### config.mk
export PLATFORM = sky130hd
export DESIGN_NAME = gbs_mul
export DESIGN_NICKNAME = d
export VERILOG_FILES = /design/src/sv/gbs_pkg.sv /design/src/sv/gbs_mul.sv
export SDC_FILE = /design/constraint.sdc
export NUM_CORES = 2
export LEC_CHECK = 0
export ABC_AREA = 1
export BUFFER_PORTS_ARGS = -buffer_cell sky130_fd_sc_hd__buf_4
export CORE_ASPECT_RATIO = 0.6
export CORE_UTILIZATION = 40
export CTS_CLUSTER_SIZE = 8
export DETAILED_ROUTE_END_ITERATION = 6
export GPL_ROUTABILITY_DRIVEN = 0
export PLACE_DENSITY_LB_ADDON = 0.05
export SYNTH_ARGS = -nofsm -noshare
export SYNTH_HDL_FRONTEND = slang
export SYNTH_SLANG_ARGS = --single-unit
### constraint.sdc
create_clock -name clk -period 12.21 [get_ports clk]
set_input_delay 2.442 -clock clk [delete_from_list [all_inputs] [get_ports clk]]
set_output_delay 2.442 -clock clk [all_outputs]
set_load 0.01 [all_outputs]
### src/sv/gbs_pkg.sv
// ----------------------------------------------------------------------------
// gbs_pkg
// Shared types and constants for the greedy box suppression core.
// ----------------------------------------------------------------------------
package gbs_pkg;

  localparam int MAX_BOXES_DEF = 64;
  localparam int COORD_W       = 16;
  localparam int SCORE_W       = 16;
  localparam int LABEL_W       = 7;
  localparam int CORNERS_W     = 4 * COORD_W;
  localparam int BOX_W         = CORNERS_W + SCORE_W + LABEL_W;
  localparam int DIFF_W        = COORD_W + 1;
  localparam int AREA_W        = 2 * DIFF_W;
  localparam int KEPT_W        = CORNERS_W + AREA_W;
  localparam int MUL_A_W       = AREA_W + 2;
  localparam int MUL_B_W       = DIFF_W + 1;
  localparam int MUL_P_W       = MUL_A_W + MUL_B_W;
  localparam int THR_W         = 16;
  localparam logic [THR_W-1:0] THR_RESET = 16'd29491;

  typedef enum logic [3:0] {
    ST_LOAD,
    ST_SCAN_START,
    ST_SCAN,
    ST_CRD,
    ST_CWAIT,
    ST_CAREA,
    ST_KRD,
    ST_KINT,
    ST_KUNI,
    ST_KTHR,
    ST_KCMP,
    ST_KEEP,
    ST_EMIT,
    ST_FINAL,
    ST_FEMIT
  } gbs_state_t;

  typedef struct packed {
    logic signed [MUL_A_W-1:0] a;
    logic signed [MUL_B_W-1:0] b;
  } gbs_mul_op_t;

endpackage

### src/sv/gbs_mul.sv
// ----------------------------------------------------------------------------
// gbs_mul
// Shared signed multiplier with a registered product.
// ----------------------------------------------------------------------------
module gbs_mul import gbs_pkg::*; (
  input  logic                      clk,
  input  gbs_mul_op_t               op,
  output logic signed [MUL_P_W-1:0] prod
);

  always_ff @(posedge clk) begin
    prod <= op.a * op.b;
  end

endmodule

==> metrics.md <==
| Metric | Value |
|---|---|
| Run status | `finished with violations` |
| Failing checks | `DRC` |
| Critical Path AT | `approximately 8.6 ns` |
| Share of layout cells above drive strength 1 | `~6.2%` |
| Largest net degree at the start of global routing | `38` |
| Post-Syn Nets | `~4200` |
| Number of flip-flops in the largest register | `54` |
| Core area | `62900 um2` |
| CTS Hold Bufs | `0` |
| Slew Limit Fails | `0` |
| Die ar. | `approximately 65000 um2` |
| Actual slew at the worst max-slew pin | `approximately 0.7 ns` |
| Largest regs | `prod: 54 flops` |
| Asr flop ratio synth | `0%` |
| Hold Slack | `2.581 ns` |
| Cell Area, Synth | `25580 um2` |
| Post-synthesis sequential area ratio | `4.225%` |
| DR vias | `about 20000` |
| Fin Setup TNS | `0 ns` |
| Period minus WS final | `8.372 ns` |
| Die Wd | `328.5 um` |
| Vias in the first global route | `21240` |
| DR WL/cell | `around 18 um` |
| Reg with most FFs | `prod` |
| Post-synthesis cell count | `3442` |
| Ranking of synthesized cells by area | `fa_1, inv_1, nand2_1` |
| Period utilization | `68.57%` |
| Yosys reg bits | `54` |
| Clk sinks | `54` |
| Count leader, synth | `inv_1` |
| Detail Route Antenna Nets | `0` |
| RSZ-0062 raised after global routing | `false` |
| Synth cell types | `33` |
| Required @ worst endpoint | `12.41 ns` |
| Critical Path Sink Type | `register` |
| F_max | `119.4 MHz` |
| Area growth from synthesis to layout | `5.869%` |
| Max_slew headroom | `between 50% and 60%` |
| Global-route wire length before repair | `122600 um` |
| First DRT Iteration DRCs | `1570` |
| Area leader, netlist | `fa_1` |
| H-Tree Depth | `2` |
| GRT Total Usage | `roughly 25%` |
| Final Hold Fails | `0` |
| Detailed-route wire length | `76990 um` |
| Worst-path clk slew | `0.07 ns` |
| Post CTS Setup Buffer Count | `0` |
| CTS buffer count | `5` |
| Area fraction of the dominant cell type after synthesis | `48.28%` |
| Synth cell count leaders | `inv_1, nand2_1, fa_1` |
| DIE HEIGHT | `197.9 um` |
| Cts repair resizes | `0` |
| CTS root buf | `clkbuf_16` |
| DRC viols | `8` |
| Max clock buf depth | `2` |
| CP startpoint kind | `primary input` |
| I/O Buffers | `108` |
| Detailed Place HPWL | `~65000 um` |
| Vias per cell | `between 4 and 5` |
| Crit Path Max Fanout | `36` |
| Final #Nets | `about 4200` |
| Yosys warns | `0` |
| Mapped Avg Cell Area | `7.433 um2` |
| N_diodes | `0` |
| Placement Rows | `71` |
| Synth Flop Type | `dfxtp_1` |
| I/O pin cnt | `109` |
| First-pass DRT Iterations | `7` |
| Hold WC Path Type | `in2reg` |
| EDFF count, synth | `0` |
| Crit Path Category | `in2reg` |
| Initial antenna violation count | `1` |
| Total gr overflow | `0` |
| Final setup violation count | `0` |
| Total of max-cap violations | `0` |
| Starting Density | `approximately two fifths` |
| CTS tree | `yes` |
[metal layers]
layer | vias up | share of wire [%] | GRT usage, % | wire length, um
li1 | 9266 | - | - | -
met1 | 9845 | 49 | 37.93 | 37530
met2 | 675 | 42 | 37.83 | 32070
met3 | 41 | 8.7 | 4.648 | 6673
met4 | 0 | 0.93 | 2.257 | 714
met5 | - | 0 | 0 | 0
[critical path, stage by stage]
cell	delay, ns
buf_4	0.46
nand2_1	0.28
fa_1	0.64
inv_1	0.07
fa_1	0.80
fa_1	0.52
fa_1	0.51
fa_1	0.49
inv_1	0.05
fa_1	0.47
inv_1	0.04
ha_1	0.41
nand2_1	0.13
nor2_1	0.14
nand2_1	0.10
nor3_1	0.43
nand3_1	0.28
nand4_1	0.17
nand2_1	0.06
[area by class of cell]
cell class              count  area, um2
well taps                 839       1050
clock buffers               5      125.1
flip-flops and latches     54       1081
multi-input cells        2072      19560
repair buffers            109      818.3
clock inverters             3      45.04
inverters                1173       4403
fillers                  6585      35810
[per-stage QoR]
| stage | setup slack [ns] | std cells | utilization [%] | area, um2 |
|---|---|---|---|---|
| after global routing | 3.503 | 4255 | 43.07 | 27090 |
| after detailed placement | 3.672 | 4247 | 42.79 | 26920 |
| after floorplan | 4.441 | 3442 | - | 25580 |
| after global placement | 3.665 | 4247 | 42.79 | 26920 |
| after CTS | 3.972 | 4255 | 43.07 | 27090 |
| final | 3.838 | 4255 | 43.07 | 27090 |
[final timing paths]
path	startpoint	to	slack, ns	depth (start not counted)
min	op[18]	prod[0]$_DFF_P_	2.58	3
max	op[6]	prod[45]$_DFF_P_	3.84	19
[kinds of logic after synthesis]
family / count (synthesis) / synth area share (%)
compound gates: 54 / 1.159
buf+inv: 1316 / 19.31
simple gates: 1239 / 19.59
fa+ha+maj: 746 / 54.59
flops: 54 / 4.225
xor+xnor: 33 / 1.130
[placed cells by master (no fill, tap or decap)]
master,n
inv_2,23
nand3_2,5
nand2_1,1034
or2_1,1
xor2_1,28
nor2_1,68
nand2_4,1
nor3_2,7
a21oi_2,3
nand3_1,40
nor2_4,4
nor3_1,6
o21ai_0,7
clkinvlp_4,2
o21bai_1,4
ha_1,129
nand3b_1,3
a21o_1,2
buf_4,109
or2_2,6
xnor2_1,5
clkinv_1,2
fa_1,617
bufinv_16,1
nand4_1,16
inv_1,1148
clkbuf_16,5
o21ai_1,1
nand2b_1,2
a21oi_1,37
and2_4,1
and2_1,1
nand2_2,17
dfxtp_1,54
nor2_2,27
Power is left out: the tool's default activity adds up to more than one toggle a clock period on the data nets, which glitch-free logic cannot reach.
